File: config.mk
export PLATFORM = sky130hd
export DESIGN_NAME = tcp_syn_header_generator
export DESIGN_NICKNAME = d
export VERILOG_FILES = /design/src/hw/rtl/tsg_pkg.sv /design/src/hw/rtl/tsg_front.sv /design/src/hw/rtl/tsg_queue.sv /design/src/hw/rtl/tsg_back.sv /design/src/hw/rtl/tcp_syn_header_generator.sv
export SDC_FILE = /design/constraint.sdc
export NUM_CORES = 1
export LEC_CHECK = 0
export BUFFER_PORTS_ARGS = -buffer_cell sky130_fd_sc_hd__buf_2
export CAP_MARGIN = 10
export CORE_ASPECT_RATIO = 0.6
export CORE_UTILIZATION = 55
export DETAILED_ROUTE_END_ITERATION = 6
export PLACE_DENSITY = 0.8
export SKIP_CTS_REPAIR_TIMING = 1
export SYNTH_ARGS = -nofsm -noshare
export SYNTH_HDL_FRONTEND = slang
export SYNTH_SLANG_ARGS = --single-unit
export TNS_END_PERCENT = 30
File: constraint.sdc
create_clock -name clk_i -period 8.89 [get_ports clk_i]
set_clock_uncertainty 0.2 [all_clocks]
set_input_delay 1.778 -clock clk_i [delete_from_list [all_inputs] [get_ports clk_i]]
set_output_delay 1.778 -clock clk_i [all_outputs]
set_load 0.005 [all_outputs]
File: src/hw/rtl/tsg_pkg.sv
// Shared types, constants and header word layout for the TCP SYN header generator.
`default_nettype none
package tsg_pkg;

  // Header geometry
  localparam int unsigned WORD_W      = 16;
  localparam int unsigned IDX_W       = 5;
  localparam int unsigned SUM_W       = 19;
  localparam int unsigned QUEUE_DEPTH = 2;

  // Word positions within the 40-byte header
  localparam logic [IDX_W-1:0] WORD_VER_IHL   = 5'd0;
  localparam logic [IDX_W-1:0] WORD_TOT_LEN   = 5'd1;
  localparam logic [IDX_W-1:0] WORD_IDENT     = 5'd2;
  localparam logic [IDX_W-1:0] WORD_FRAG      = 5'd3;
  localparam logic [IDX_W-1:0] WORD_TTL_PROTO = 5'd4;
  localparam logic [IDX_W-1:0] WORD_IP_CSUM   = 5'd5;
  localparam logic [IDX_W-1:0] WORD_SRC_HI    = 5'd6;
  localparam logic [IDX_W-1:0] WORD_SRC_LO    = 5'd7;
  localparam logic [IDX_W-1:0] WORD_DST_HI    = 5'd8;
  localparam logic [IDX_W-1:0] WORD_DST_LO    = 5'd9;
  localparam logic [IDX_W-1:0] WORD_SPORT     = 5'd10;
  localparam logic [IDX_W-1:0] WORD_DPORT     = 5'd11;
  localparam logic [IDX_W-1:0] WORD_OFF_FLAGS = 5'd16;
  localparam logic [IDX_W-1:0] WORD_WINDOW    = 5'd17;
  localparam logic [IDX_W-1:0] WORD_TCP_CSUM  = 5'd18;
  localparam logic [IDX_W-1:0] WORD_LAST      = 5'd19;

  // Fixed header field values
  localparam logic [WORD_W-1:0] VAL_VER_IHL   = 16'h4500;
  localparam logic [WORD_W-1:0] VAL_TOT_LEN   = 16'd40;
  localparam logic [WORD_W-1:0] VAL_IDENT     = 16'd54321;
  localparam logic [WORD_W-1:0] VAL_TTL_PROTO = 16'h4006;
  localparam logic [WORD_W-1:0] VAL_PROTO     = 16'd6;
  localparam logic [WORD_W-1:0] VAL_TCP_LEN   = 16'd20;
  localparam logic [WORD_W-1:0] VAL_OFF_FLAGS = 16'h5002;
  localparam logic [WORD_W-1:0] VAL_WINDOW    = 16'd5840;

  // Configuration register indexes
  typedef enum logic [0:0] {
    CFG_SOURCE_ADDRESS   = 1'b0,
    CFG_DESTINATION_PORT = 1'b1
  } cfg_reg_e;

  typedef struct packed {
    logic [31:0] target_address;
    logic [15:0] origin_port;
  } in_beat_t;

  typedef struct packed {
    logic [15:0]      header_word;
    logic [IDX_W-1:0] word_index;
    logic             last_word;
  } out_beat_t;

  // One classified request with both checksums done
  typedef struct packed {
    logic [31:0]       saddr;
    logic [31:0]       dst_addr;
    logic [15:0]       sport;
    logic [15:0]       dport;
    logic [WORD_W-1:0] ip_csum;
    logic [WORD_W-1:0] tcp_csum;
  } entry_t;

endpackage
`default_nettype wire

File: src/hw/rtl/tsg_front.sv
// Front end: config registers, request intake and checksum computation.
`default_nettype none
module tsg_front (
  input  logic              clk_i,
  input  logic              rst_ni,
  input  logic              cfg_we_i,
  input  logic [0:0]        cfg_index_i,
  input  logic [31:0]       cfg_data_i,
  input  logic              in_valid_i,
  output logic              in_ready_o,
  input  tsg_pkg::in_beat_t in_beat_i,
  output logic              push_valid_o,
  input  logic              push_ready_i,
  output tsg_pkg::entry_t   push_entry_o
);
  import tsg_pkg::*;

  // Ones' complement fold with end-around carry, inverted
  function automatic logic [WORD_W-1:0] csum_fold(input logic [SUM_W-1:0] s);
    logic [WORD_W:0] f1;
    logic [WORD_W:0] f2;
    f1 = {{(WORD_W-2){1'b0}}, s[SUM_W-1:WORD_W]} + {1'b0, s[WORD_W-1:0]};
    f2 = {{WORD_W{1'b0}}, f1[WORD_W]} + {1'b0, f1[WORD_W-1:0]};
    return ~f2[WORD_W-1:0];
  endfunction

  function automatic logic [SUM_W-1:0] ext(input logic [WORD_W-1:0] w);
    return {{(SUM_W-WORD_W){1'b0}}, w};
  endfunction

  logic [31:0] saddr_q;
  logic [15:0] dport_q;

  logic             stage_valid_q, stage_valid_d;
  logic [31:0]      st_dst_q;
  logic [15:0]      st_sport_q;
  logic [31:0]      st_src_q;
  logic [15:0]      st_dport_q;
  logic [SUM_W-1:0] ip_sum_q, ip_sum_d;
  logic [SUM_W-1:0] tcp_sum_q, tcp_sum_d;
  logic             accept;

  // Write config registers
  always_ff @(posedge clk_i or negedge rst_ni) begin
    if (!rst_ni) begin
      saddr_q <= '0;
      dport_q <= '0;
    end else if (cfg_we_i) begin
      case (cfg_index_i)
        CFG_SOURCE_ADDRESS:   saddr_q <= cfg_data_i;
        CFG_DESTINATION_PORT: dport_q <= cfg_data_i[15:0];
        default:              ;
      endcase
    end
  end

  assign in_ready_o = !stage_valid_q || push_ready_i;
  assign accept     = in_valid_i && in_ready_o;

  // Raw sums of all header words feeding each checksum
  always_comb begin
    ip_sum_d = ext(VAL_VER_IHL) + ext(VAL_TOT_LEN) + ext(VAL_IDENT) + ext(VAL_TTL_PROTO)
             + ext(saddr_q[31:16]) + ext(saddr_q[15:0])
             + ext(in_beat_i.target_address[31:16]) + ext(in_beat_i.target_address[15:0]);
    tcp_sum_d = ext(saddr_q[31:16]) + ext(saddr_q[15:0])
              + ext(in_beat_i.target_address[31:16]) + ext(in_beat_i.target_address[15:0])
              + ext(VAL_PROTO) + ext(VAL_TCP_LEN)
              + ext(in_beat_i.origin_port) + ext(dport_q)
              + ext(VAL_OFF_FLAGS) + ext(VAL_WINDOW);
  end

  always_comb begin
    stage_valid_d = stage_valid_q;
    if (accept) begin
      stage_valid_d = 1'b1;
    end else if (push_ready_i) begin
      stage_valid_d = 1'b0;
    end
  end

  always_ff @(posedge clk_i or negedge rst_ni) begin
    if (!rst_ni) begin
      stage_valid_q <= 1'b0;
    end else begin
      stage_valid_q <= stage_valid_d;
    end
  end

  // Capture the request and its sums
  always_ff @(posedge clk_i) begin
    if (accept) begin
      st_dst_q   <= in_beat_i.target_address;
      st_sport_q <= in_beat_i.origin_port;
      st_src_q   <= saddr_q;
      st_dport_q <= dport_q;
      ip_sum_q   <= ip_sum_d;
      tcp_sum_q  <= tcp_sum_d;
    end
  end

  // Fold and hand to the queue
  assign push_valid_o          = stage_valid_q;
  assign push_entry_o.saddr    = st_src_q;
  assign push_entry_o.dst_addr = st_dst_q;
  assign push_entry_o.sport    = st_sport_q;
  assign push_entry_o.dport    = st_dport_q;
  assign push_entry_o.ip_csum  = csum_fold(ip_sum_q);
  assign push_entry_o.tcp_csum = csum_fold(tcp_sum_q);

endmodule
`default_nettype wire

File: src/hw/rtl/tsg_queue.sv
// Small FIFO of classified requests between front and back.
`default_nettype none
module tsg_queue #(
  parameter int unsigned Depth = tsg_pkg::QUEUE_DEPTH
) (
  input  logic            clk_i,
  input  logic            rst_ni,
  input  logic            push_valid_i,
  output logic            push_ready_o,
  input  tsg_pkg::entry_t push_entry_i,
  output logic            pop_valid_o,
  input  logic            pop_ready_i,
  output tsg_pkg::entry_t pop_entry_o
);
  import tsg_pkg::*;

  localparam int unsigned PtrW = (Depth > 1) ? $clog2(Depth) : 1;
  localparam int unsigned CntW = $clog2(Depth + 1);
  localparam logic [PtrW-1:0] PtrLast = PtrW'(Depth - 1);
  localparam logic [CntW-1:0] CntFull = CntW'(Depth);

  entry_t          mem_q [Depth];
  logic [PtrW-1:0] wr_ptr_q, wr_ptr_d;
  logic [PtrW-1:0] rd_ptr_q, rd_ptr_d;
  logic [CntW-1:0] count_q, count_d;
  logic            push, pop;

  assign push_ready_o = (count_q != CntFull);
  assign pop_valid_o  = (count_q != '0);
  assign push         = push_valid_i && push_ready_o;
  assign pop          = pop_valid_o && pop_ready_i;
  assign pop_entry_o  = mem_q[rd_ptr_q];

  // Advance pointers and fill count
  always_comb begin
    wr_ptr_d = wr_ptr_q;
    rd_ptr_d = rd_ptr_q;
    count_d  = count_q;
    if (push) begin
      wr_ptr_d = (wr_ptr_q == PtrLast) ? '0 : wr_ptr_q + 1'b1;
    end
    if (pop) begin
      rd_ptr_d = (rd_ptr_q == PtrLast) ? '0 : rd_ptr_q + 1'b1;
    end
    if (push && !pop) begin
      count_d = count_q + 1'b1;
    end else if (pop && !push) begin
      count_d = count_q - 1'b1;
    end
  end

  always_ff @(posedge clk_i or negedge rst_ni) begin
    if (!rst_ni) begin
      wr_ptr_q <= '0;
      rd_ptr_q <= '0;
      count_q  <= '0;
    end else begin
      wr_ptr_q <= wr_ptr_d;
      rd_ptr_q <= rd_ptr_d;
      count_q  <= count_d;
    end
  end

  always_ff @(posedge clk_i) begin
    if (push) begin
      mem_q[wr_ptr_q] <= push_entry_i;
    end
  end

endmodule
`default_nettype wire

File: src/hw/rtl/tsg_back.sv
// Back end: word sequencer and registered output stage.
`default_nettype none
module tsg_back (
  input  logic               clk_i,
  input  logic               rst_ni,
  input  logic               pop_valid_i,
  output logic               pop_ready_o,
  input  tsg_pkg::entry_t    pop_entry_i,
  output logic               out_valid_o,
  input  logic               out_ready_i,
  output tsg_pkg::out_beat_t out_beat_o
);
  import tsg_pkg::*;

  logic [IDX_W-1:0]  idx_q, idx_d;
  logic              out_valid_q, out_valid_d;
  out_beat_t         out_q;
  logic [WORD_W-1:0] word;
  logic              load;

  // Select the header word at the current position
  always_comb begin
    case (idx_q)
      WORD_VER_IHL:   word = VAL_VER_IHL;
      WORD_TOT_LEN:   word = VAL_TOT_LEN;
      WORD_IDENT:     word = VAL_IDENT;
      WORD_TTL_PROTO: word = VAL_TTL_PROTO;
      WORD_IP_CSUM:   word = pop_entry_i.ip_csum;
      WORD_SRC_HI:    word = pop_entry_i.saddr[31:16];
      WORD_SRC_LO:    word = pop_entry_i.saddr[15:0];
      WORD_DST_HI:    word = pop_entry_i.dst_addr[31:16];
      WORD_DST_LO:    word = pop_entry_i.dst_addr[15:0];
      WORD_SPORT:     word = pop_entry_i.sport;
      WORD_DPORT:     word = pop_entry_i.dport;
      WORD_OFF_FLAGS: word = VAL_OFF_FLAGS;
      WORD_WINDOW:    word = VAL_WINDOW;
      WORD_TCP_CSUM:  word = pop_entry_i.tcp_csum;
      default:        word = '0;
    endcase
  end

  // Load a new beat whenever the output register is free
  assign load        = !out_valid_q || out_ready_i;
  assign pop_ready_o = load && (idx_q == WORD_LAST);

  always_comb begin
    idx_d       = idx_q;
    out_valid_d = out_valid_q;
    if (load) begin
      out_valid_d = pop_valid_i;
      if (pop_valid_i) begin
        idx_d = (idx_q == WORD_LAST) ? '0 : idx_q + 1'b1;
      end
    end
  end

  always_ff @(posedge clk_i or negedge rst_ni) begin
    if (!rst_ni) begin
      idx_q       <= '0;
      out_valid_q <= 1'b0;
    end else begin
      idx_q       <= idx_d;
      out_valid_q <= out_valid_d;
    end
  end

  always_ff @(posedge clk_i) begin
    if (load && pop_valid_i) begin
      out_q.header_word <= word;
      out_q.word_index  <= idx_q;
      out_q.last_word   <= (idx_q == WORD_LAST);
    end
  end

  assign out_valid_o = out_valid_q;
  assign out_beat_o  = out_q;

endmodule
`default_nettype wire

File: src/hw/rtl/tcp_syn_header_generator.sv
// Top level of the TCP SYN header generator.
// Each request (destination address, source port) yields twenty 16-bit beats of
// an IPv4+TCP SYN header, word 0 first, with word_index 0..19 and last_word on
// word 19. The output channel moves one word a cycle while out_ready_i is high
// and a request is queued. The front end computes both checksums in one
// registered stage and pushes into a queue of QueueDepth requests, so it keeps
// taking requests while the back end streams words. Config writes take effect
// on the next accepted request; write them only while the block is idle.
`default_nettype none
module tcp_syn_header_generator #(
  parameter int unsigned QueueDepth = tsg_pkg::QUEUE_DEPTH
) (
  input  logic               clk_i,
  input  logic               rst_ni,
  input  logic               cfg_we_i,
  input  logic [0:0]         cfg_index_i,
  input  logic [31:0]        cfg_data_i,
  input  logic               in_valid_i,
  output logic               in_ready_o,
  input  tsg_pkg::in_beat_t  in_beat_i,
  output logic               out_valid_o,
  input  logic               out_ready_i,
  output tsg_pkg::out_beat_t out_beat_o
);
  import tsg_pkg::*;

  logic   push_valid;
  logic   push_ready;
  entry_t push_entry;
  logic   pop_valid;
  logic   pop_ready;
  entry_t pop_entry;

  tsg_front u_front (
    .clk_i        (clk_i),
    .rst_ni       (rst_ni),
    .cfg_we_i     (cfg_we_i),
    .cfg_index_i  (cfg_index_i),
    .cfg_data_i   (cfg_data_i),
    .in_valid_i   (in_valid_i),
    .in_ready_o   (in_ready_o),
    .in_beat_i    (in_beat_i),
    .push_valid_o (push_valid),
    .push_ready_i (push_ready),
    .push_entry_o (push_entry)
  );

  tsg_queue #(
    .Depth (QueueDepth)
  ) u_queue (
    .clk_i        (clk_i),
    .rst_ni       (rst_ni),
    .push_valid_i (push_valid),
    .push_ready_o (push_ready),
    .push_entry_i (push_entry),
    .pop_valid_o  (pop_valid),
    .pop_ready_i  (pop_ready),
    .pop_entry_o  (pop_entry)
  );

  tsg_back u_back (
    .clk_i       (clk_i),
    .rst_ni      (rst_ni),
    .pop_valid_i (pop_valid),
    .pop_ready_o (pop_ready),
    .pop_entry_i (pop_entry),
    .out_valid_o (out_valid_o),
    .out_ready_i (out_ready_i),
    .out_beat_o  (out_beat_o)
  );

  // Last flag marks exactly the final word
  assert property (@(posedge clk_i) disable iff (!rst_ni)
    out_valid_o |-> (out_beat_o.last_word == (out_beat_o.word_index == WORD_LAST)))
    else $error("last_word does not match word_index");

  // Word index stays within the header
  assert property (@(posedge clk_i) disable iff (!rst_ni)
    out_valid_o |-> (out_beat_o.word_index <= WORD_LAST))
    else $error("word_index out of range");

  // Words of one header come in order
  assert property (@(posedge clk_i) disable iff (!rst_ni)
    (out_valid_o && out_ready_i && !out_beat_o.last_word) |=>
      (!out_valid_o || (out_beat_o.word_index == $past(out_beat_o.word_index) + 5'd1)))
    else $error("header words out of order");

  // The queue only pops on the final word
  assert property (@(posedge clk_i) disable iff (!rst_ni)
    (pop_valid && pop_ready) |=> (out_valid_o && out_beat_o.last_word))
    else $error("request retired before its last word");

endmodule
`default_nettype wire
==> results of run 1 <==
cell usage in the layout (no fill, tap or decap), types with 11 or more instances in the layout:
cell type,count
a221oi_1,26
buf_4,16
nand2b_1,16
nand2_1,73
a21o_1,28
edfxtp_1,412
o21ai_0,48
xor2_1,37
dfrtp_1,58
mux2i_1,93
fa_1,83
nor2_1,67
and3_1,13
mux2_2,48
clkbuf_1,11
buf_2,109
ha_1,85
inv_1,188
a21oi_1,42
nor3_1,25
o22ai_1,34
xnor2_1,50
nand3_1,14
clkbuf_16,43
nor2b_1,12
sequential cells by signal (all words and copies together), names as in the netlist:
| register | count |
|---|---|
| u_back.idx_q | 5 |
| u_back.out_beat_o | 22 |
| u_back.out_valid_o | 1 |
| u_front.dport_q | 16 |
| u_front.ip_sum_q | 19 |
| u_front.push_valid_o | 1 |
| u_front.saddr_q | 32 |
| u_front.st_dport_q | 16 |
| u_front.st_dst_q | 32 |
| u_front.st_sport_q | 16 |
| u_front.st_src_q | 32 |
| u_front.tcp_sum_q | 19 |
| u_queue.count_q | 2 |
| u_queue.mem_q | 256 |
| u_queue.rd_ptr_q | 1 |
| u_queue.wr_ptr_q | 1 |
cell families (layout without fill, tap and decap cells):
group / count (synthesis) / count (layout) / synth area share [%]
buf+inv: 226 / 391 / 3.75
mux: 141 / 141 / 6.37
fa+ha+maj: 168 / 168 / 11.8
other cells: 0 / 1 / 0
compound gates: 271 / 271 / 8.22
flops: 471 / 471 / 59.9
simple gates: 290 / 290 / 6.51
xor+xnor: 89 / 89 / 3.44
cells in the mapped netlist (all sizes together) (34+ instances only):
master,n,area share [%]
a21oi,47,1.1
dfrtp,59,6.4
edfxtp,412,54
fa,83,7.2
ha,85,4.6
inv,188,3.1
mux2,48,2.3
mux2i,93,4.0
nand2,73,1.2
nor2,70,1.1
o21ai,51,1.1
o22ai,34,0.92
xnor2,51,2.0
xor2,38,1.5
metrics by stage:
| stage | hold slack, ns | power [W] | cell area (um2) | worst slack (ns) |
|---|---|---|---|---|
| after floorplan | 0.221 | 0.00729 | 23100 | 2.14 |
| after global placement | 0.222 | 0.00847 | 24400 | 2.47 |
| after detailed placement | 0.229 | 0.00870 | 24400 | 2.25 |
| after CTS | 0.227 | 0.0106 | 25700 | 2.21 |
| after global routing | 0.247 | 0.0113 | 25700 | 1.94 |
| final | 0.229 | 0.0107 | 25700 | 2.01 |
path summary, 6_finish.rpt:
| check | start | endpoint | slack, ns | depth (start not counted) |
|---|---|---|---|---|
| worst max-delay path | u_front.saddr_q[16] | u_front.tcp_sum_q[17] | 2.01 | 21 |
| worst min-delay path | u_front.st_dport_q[5] | u_queue.mem_q[0][37] | 0.23 | 0 |
| worst max register to register | u_front.saddr_q[16] | u_front.tcp_sum_q[17] | 2.01 | 21 |
| worst min register to register | u_front.st_dport_q[5] | u_queue.mem_q[0][37] | 0.23 | 0 |
| max in group asynchronous | rst_ni | u_queue.rd_ptr_q | 6.62 | 2 |
| min in group asynchronous | rst_ni | u_front.saddr_q[17] | 1.20 | 2 |
power by group through the flow:
stage | logic [W] | clock network [W] | registers [W]
final | 0.00488 | 0.00184 | 0.00396
after global routing | 0.00533 | 0.00195 | 0.00402
after CTS | 0.00479 | 0.00186 | 0.00395
after detailed placement | 0.00471 | 0 | 0.00399
after global placement | 0.00452 | 0 | 0.00395
after floorplan | 0.00342 | 0 | 0.00387
per-layer routing:
metal	wire length (um)	track usage, %	part of all wire [%]
met5	0	0	0
met4	1040	5.83	1.8
met3	8190	9.67	14
met2	24200	38.6	41
met1	25300	42.3	43
final cells by class:
cell class              count  area, um2
clock inverters            18        176
flip-flops and latches    471      13900
diodes                      1       2.50
well taps                 560        701
repair buffers            125        666
inverters                 188        706
multi-input cells         959       8430
fillers                  3037      15200
clock buffers              60       1200
critical path: cells and delay by family (launching register included):
family | cells | cell delay (ns)
fa+ha+maj | 6 | 2.61
simple gates | 2 | 0.29
xor+xnor | 1 | 0.16
compound gates | 10 | 2.87
buf+inv | 2 | 0.11
flops | 1 | 0.46
==> out/summary.txt, run 1 <==
register area share after synthesis: 59.9%
Startpoint Class: flop
Top FF cell, synth: edfxtp_1
count of final hold-check violations: 0
Mapped Cells: 1656
chip width: 267 um
fmax: 145 MHz
largest net degree at the start of global routing: 63
clock tree from TritonCTS: yes
# Max-Cap Violations: 0
share of cells above drive strength 1: 15.1%
first-pass GRT wire length: 86800 um
combinational power share: 45.7%
area grow syn2layout: 11.4%
syn_area_per_cell: 14.0 um2
vias per inst: 6.05
maximum buffer depth of the clock tree: 3
die footprint: 42900 um2
setup tns final: 0 ns
Non-Filler Instances: 2382
pwr dens: 415 nW/um2
Setup-failing EPs final: 0
Pint: 0.00642 W
CP Class: flop to flop
Final Net Count: 2042
Clock Power Share: 17.2%
IO Port Bufs: 109
crit path DAT: 7.10 ns
worst-path maximum fanout: 8
# H-tree levels: 2
detailed placement HPWL: 42300 um
Seq pwr share: 37.1%
Placed Instances: 2303
Leak: 10.1 nW
EDFF count, synth: 412
RSZ-0062 raised after global routing: no
number of routed nets with antenna violations: 0
slowest CP cell: a21oi_1
total net switching power: 0.00427 W
relative slew slack: 18.3%
critical path data required time: 9.11 ns
total wire length: 58800 um
status: complete, no violations
drt first pass iters: 6
Core Region: 40900 um2
Std-Cell Rows: 57
I/O pin total: 110
Distinct cells, synth: 84
Peak VDD IR: 0.000262 V
mapped cell area: 23100 um2
gr usage total: 27.9%
drt wl/cell: 24.7 um
DR DRC count: 0
critical path endpoint category: flop
clock buffer count from CTS: 43
Tmin final: 6.88 ns
Hold Crit Class: flop to flop
vias in the first global route: 14100
global route overflow: 0
most used cell, CP: fa_1
sw frac: 39.9%
DR iter-0 viols: 1698
Syn. warnings: 0
Clock Sinks: 471
slowest cell delay on critical path: 0.62 ns
Slew @ Worst Pin: 1.22 ns
clock-pin slew on the worst setup and hold paths: 0.07 ns
global placement routability congestion: 0.957
post-synthesis register bit count: 471
Die Height: 161 um
Starting Density: 56.5%
root buffer cell: clkbuf_16
Async SR Flop Fraction: 12.5%
pins over their slew limit: 0
Clk Latency, worst-skew pair: 0.57 ns
Tcrit/Tclk final: 77.3%
Syn Nets: 1910
final core utilization: 62.9%
antenna violations before repair: 2
critical path cell sequence: ha_1 -> fa_1 -> a21o_1 -> a21oi_1 -> o21a_1 -> o21ai_0 -> a2111oi_0 -> nor3_1 -> xor2_1 -> fa_1 -> inv_1 -> fa_1 -> fa_1 -> inv_1 -> ha_1 -> a21o_1 -> a21o_1 -> a21oi_1 -> o21ai_0 -> a2111oi_0 -> nand4b_1
via count: 14400
(Power assumes the default switching activity.)
==> run 2, diff against run 1 <==
ABC_AREA = 1   (was default)
PLACE_DENSITY = 0.82   (was 0.8)
clock period = 6.1 ns   (was 8.89 ns; I/O delays follow)
==> out/summary.txt, run 2 <==
combinational power share: 44.8%
critical path cell sequence: ha_1 -> a21oi_1 -> nand2_1 -> a21oi_1 -> o21ai_0 -> nand3_1 -> nand2_1 -> nand2_1 -> nand2_1 -> fa_1 -> inv_1 -> fa_1 -> fa_1 -> inv_1 -> ha_1 -> nand2_1 -> nor2_1 -> nand2_1 -> o21ai_0 -> xor2_1
max FFs per register: 256
Std-Cell Rows: 58
critical path data required time: 6.20 ns
global placement routability congestion: 0.978
detailed placement HPWL: 50800 um
IO Port Bufs: 109
Hold Crit Class: flop to flop
chip width: 271 um
Clock Power Share: 18.0%
status: complete, no violations
Top FF cell, synth: edfxtp_1
gr usage total: 31.3%
# H-tree levels: 2
DR iter-0 viols: 2266
Leak: 11.2 nW
most used cell, CP: nand2_1
Setup-failing EPs final: 0
mapped cell area: 23800 um2
Clk Latency, worst-skew pair: 0.57 ns
via count: 17000
cell class contributing the biggest share of worst-path delay: adder cells
Peak VDD IR: 0.000467 V
Fillers: 3237
worst-path maximum fanout: 4
pwr dens: 586 nW/um2
drt first pass iters: 6
Syn Nets: 2447
Final Net Count: 2572
post-synthesis register bit count: 471
Core Region: 42300 um2
total net switching power: 0.00656 W
top-count cell post-synth: nand2_1
maximum buffer depth of the clock tree: 3
clock buffer count from CTS: 44
vias per inst: 5.82
relative slew slack: 21.5%
slowest cell delay on critical path: 0.56 ns
pins over their slew limit: 0
total wire length: 68400 um
clock tree from TritonCTS: yes
final core utilization: 62.7%
Multi-input gate area: 8700 um2
Syn. warnings: 0
post-synth top area share: 51.9%
share of cells above drive strength 1: 11.6%
sw frac: 42.2%
clock-pin slew on the worst setup and hold paths: 0.06 ns
Async SR Flop Fraction: 12.5%
antenna violations before repair: 3
register area share after synthesis: 58.1%
Distinct cells, synth: 50
I/O pin total: 110
count of final hold-check violations: 0
Clock Sinks: 471
Mapped Cells: 2193
Largest Register: u_queue.mem_q
global route overflow: 0
DR DRC count: 0
critical path endpoint category: flop
register area: 13900 um2
EDFF count, synth: 412
vias in the first global route: 16300
die footprint: 44200 um2
RSZ-0062 raised after global routing: no
synth cell count leaders: nand2_1 (550), edfxtp_1 (412), inv_1 (284)
crit path DAT: 5.49 ns
CP Class: flop to flop
Starting Density: 56.3%
drt wl/cell: 23.4 um
most frequent cells in the layout: nand2_1 (549), edfxtp_1 (412), inv_1 (283)
area grow syn2layout: 11.3%
top cells by area, synth: edfxtp_1 (52%), nand2_1 (8.7%), fa_1 (7.0%)
CP bufs+invs: 2
Tmin final: 5.40 ns
# Max-Cap Violations: 0
first-pass GRT wire length: 101000 um
slowest CP cell: fa_1
Tcrit/Tclk final: 88.4%
root buffer cell: clkbuf_16
Power Total: 0.0155 W
commonest non-fill, non-tap cell in the layout: nand2_1
Slew @ Worst Pin: 1.17 ns
Die Height: 163 um
largest net degree at the start of global routing: 102
number of routed nets with antenna violations: 0
Seq pwr share: 37.2%
Pint: 0.00899 W
fmax: 185 MHz
syn_area_per_cell: 10.9 um2
Startpoint Class: flop
largest area contributor in the netlist: edfxtp_1
## run 2: cell count changes after synthesis, moves of 24 or more
| cell | previous run | this run |
|---|---|---|
| inv_1 | 188 | 284 |
| nand4_1 | 9 | 36 |
| a21o_1 | 28 | 3 |
| a21oi_1 | 43 | 171 |
| nand3_1 | 14 | 71 |
| a221oi_1 | 26 | 1 |
| nand2_1 | 73 | 550 |
| o22ai_1 | 34 | 1 |
| mux2_2 | 48 | 13 |
| nor2_1 | 70 | 94 |
| xnor2_1 | 50 | 26 |
| mux2i_1 | 93 | 0 |
## run 2: power groups by stage
| stage | clock [W] | sequential (W) | combinational, W |
|---|---|---|---|
| 2_1_floorplan | 0 | 0.00564 | 0.00484 |
| 3_3_place_gp | 0 | 0.00575 | 0.00662 |
| 3_5_place_dp | 0 | 0.00581 | 0.00678 |
| 4_1_cts | 0.00281 | 0.00575 | 0.00688 |
| 5_1_grt | 0.00293 | 0.00586 | 0.00771 |
| 6_report | 0.00280 | 0.00579 | 0.00696 |
## run 2: final cells by class
cell class / instances / share of cell area, %
well taps: 570 / 2.69
clock inverters: 23 / 0.949
flip-flops and latches: 471 / 52.2
diodes: 3 / 0.0283
repair buffers: 125 / 2.56
clock buffers: 58 / 4.50
multi-input cells: 1381 / 32.8
inverters: 295 / 4.20
## run 2: final timing paths
check	endpoint	from	slack, ns	depth (start not counted)
hold / removal	u_queue.mem_q[0][95]	u_front.st_dst_q[31]	0.25	0
min in group asynchronous	u_back.idx_q[1]	rst_ni	0.62	2
max in group asynchronous	u_front.dport_q[7]	rst_ni	4.41	2
hold reg to reg	u_queue.mem_q[0][95]	u_front.st_dst_q[31]	0.25	0
setup reg to reg	u_front.tcp_sum_q[16]	u_front.saddr_q[2]	0.70	20
setup / recovery	u_front.tcp_sum_q[16]	u_front.saddr_q[2]	0.70	20
## run 2: logic make-up after synthesis
logic type / share of synthesized area (%)
AOI/OAI and AO/OA: 6.14
xor gates and xnor gates: 2.72
adders and majority gates: 11.4
buffers and inverters: 5.43
DFF: 58.1
muxes: 0.614
and+or+nand+nor: 15.5
## run 2: per-layer routing
layer | wire [um] | share of wire [%] | vias up | GRT usage [%]
li1 | - | - | 7599 | -
met1 | 29400 | 43 | 8231 | 48.3
met2 | 27300 | 40 | 1085 | 41.9
met3 | 10100 | 15 | 118 | 10.6
met4 | 1550 | 2.3 | 2 | 7.86
met5 | 17 | 0.025 | - | 0
## run 2: worst register-to-register path, cell delays in order (launching register included)
cell	delay [ns]
dfrtp_1	0.44
ha_1	0.38
a21oi_1	0.16
nand2_1	0.11
a21oi_1	0.39
o21ai_0	0.28
nand3_1	0.17
nand2_1	0.06
nand2_1	0.06
nand2_1	0.06
fa_1	0.49
inv_1	0.06
fa_1	0.50
fa_1	0.56
inv_1	0.05
ha_1	0.41
nand2_1	0.12
nor2_1	0.19
nand2_1	0.07
o21ai_0	0.27
xor2_1	0.12
## run 2: stage by stage
| step | std cells | instance area [um2] | setup WS, ns | setup TNS (ns) | hold WS, ns |
|---|---|---|---|---|---|
| after CTS | 2923 | 26500 | 0.781 | 0 | 0.245 |
| after detailed placement | 2842 | 25100 | 0.804 | 0 | 0.230 |
| after global routing | 2924 | 26500 | 0.424 | 0 | 0.254 |
| final | 2926 | 26500 | 0.705 | 0 | 0.246 |
| after global placement | 2842 | 25100 | 0.861 | 0 | 0.222 |
| after floorplan | 2193 | 23800 | -0.645 | -82.51 | 0.221 |
==> run 3, diff against run 2 <==
RECOVER_POWER = 50   (was default)
==> out/summary.txt, run 3 (same netlist as run 2, synthesis figures left out) <==
status: complete, but fails checks
failing checks: capacitance limit, slew limit
reg-to-reg slack, setup: 0.71 ns
chip width: 271 um
Std-Cell Rows: 58
drt first pass iters: 6
pins over their slew limit: 248
antenna violations before repair: 2
die footprint: 44200 um2
relative slew slack: -203%
# H-tree levels: 2
HP Start: u_front.st_dst_q[31]
# Max-Cap Violations: 4
count of final hold-check violations: 0
clock buffer count from CTS: 44
Reg-to-Reg End: u_front.tcp_sum_q[17]
Hold Crit Class: flop to flop
root buffer cell: clkbuf_16
Largest Register: u_queue.mem_q
Clk Latency, worst-skew pair: 0.57 ns
clock-pin slew on the worst setup and hold paths: 0.06 ns
detailed placement HPWL: 50800 um
via count: 17000
maximum buffer depth of the clock tree: 3
clock tree from TritonCTS: yes
global placement routability congestion: 0.978
vias per inst: 5.82
Setup-failing EPs final: 0
Tcrit/Tclk final: 90.0%
total wire length: 68400 um
final instance area: 26400 um2
worst-path maximum fanout: 101
drt wl/cell: 23.4 um
register area: 13900 um2
Slew @ Worst Pin: 4.54 ns
Tmin final: 5.49 ns
area grow syn2layout: 11.0%
termination of the worst setup path: u_front.tcp_sum_q[18]
largest net degree at the start of global routing: 102
Clock Sinks: 471
pwr dens: 588 nW/um2
share of cells above drive strength 1: 9.22%
final core utilization: 62.5%
number of routed nets with antenna violations: 0
Reg2Reg Depth: 18
Leak: 11.1 nW
DP Area: 25100 um2
Core Region: 42300 um2
Fillers: 3271
critical path endpoint category: flop
I/O pin total: 110
Peak VDD IR: 0.000425 V
global route overflow: 0
crit path DAT: 5.49 ns
fmax: 182 MHz
gr usage total: 31.3%
worst r2r src: u_front.saddr_q[0]
Startpoint Class: input pin
critical path data required time: 6.10 ns
Final Net Count: 2572
first-pass GRT wire length: 101000 um
IO Port Bufs: 109
Starting Density: 56.3%
CP Class: input pin to flop
CP Launch Point: in_valid_i
most frequent cells in the layout: nand2_1 (550), edfxtp_1 (412), inv_1 (284)
commonest non-fill, non-tap cell in the layout: nand2_1
DR iter-0 viols: 2428
vias in the first global route: 16300
max FFs per register: 256
Die Height: 163 um
Multi-input gate area: 8700 um2
RSZ-0062 raised after global routing: no
DR DRC count: 0
-- run 3: per-stage QoR --
| stage | hold slack, ns | std cells | setup TNS, ns | power, W | setup slack (ns) |
|---|---|---|---|---|---|
| after CTS | 0.245 | 2923 | 0 | 0.0154 | 0.781 |
| after global routing | 0.254 | 2923 | 0 | 0.0165 | 0.375 |
| final | 0.247 | 2928 | 0 | 0.0155 | 0.610 |
| after detailed placement | 0.230 | 2842 | 0 | 0.0126 | 0.804 |
| after global placement | 0.222 | 2842 | 0 | 0.0124 | 0.861 |
| after floorplan | 0.221 | 2193 | -82.51 | 0.0105 | -0.645 |
-- run 3: how the worst min path moves through the flow --
| stage | to | slack (ns) | cells past startpoint |
|---|---|---|---|
| floorplan | u_queue.mem_q[0][100] | 0.22 | 0 |
| global placement | u_queue.mem_q[0][45] | 0.22 | 0 |
| CTS | u_queue.mem_q[0][95] | 0.25 | 0 |
| finish | u_queue.mem_q[0][95] | 0.25 | 0 |
| detailed placement | u_queue.mem_q[0][46] | 0.23 | 0 |
| global route | u_queue.mem_q[0][95] | 0.25 | 0 |
-- run 3: routing by layer --
metal / part of all wire, % / GRT usage (%) / routed length [um] / up-vias
li1: - / - / - / 7599
met1: 42 / 48.3 / 28900 / 8243
met2: 40 / 41.9 / 27300 / 1081
met3: 16 / 10.6 / 10700 / 121
met4: 2.3 / 7.86 / 1570 / 0
met5: 0 / 0 / 0 / -
-- run 3: cell type report --
cell class	instances	area share (%)
Antenna cell	5	0.0473
Clock buffer	58	4.52
Clock inverter	23	0.951
Inverter	295	4.19
Multi-Input combinational cell	1381	32.9
Sequential cell	471	52.4
Tap cell	570	2.70
Timing Repair Buffer	125	2.29
-- run 3: critical path: stages --
cell	delay (ns)
buf_2	0.08
nand2_1	0.06
inv_1	3.08
buf_4	0.86
-- run 3: report_power, final --
group / switching, W / internal, W
logic: 0.00469 / 0.00226
registers: 0.000624 / 0.00519
clock network: 0.00123 / 0.00156
total: 0.00654 / 0.00900
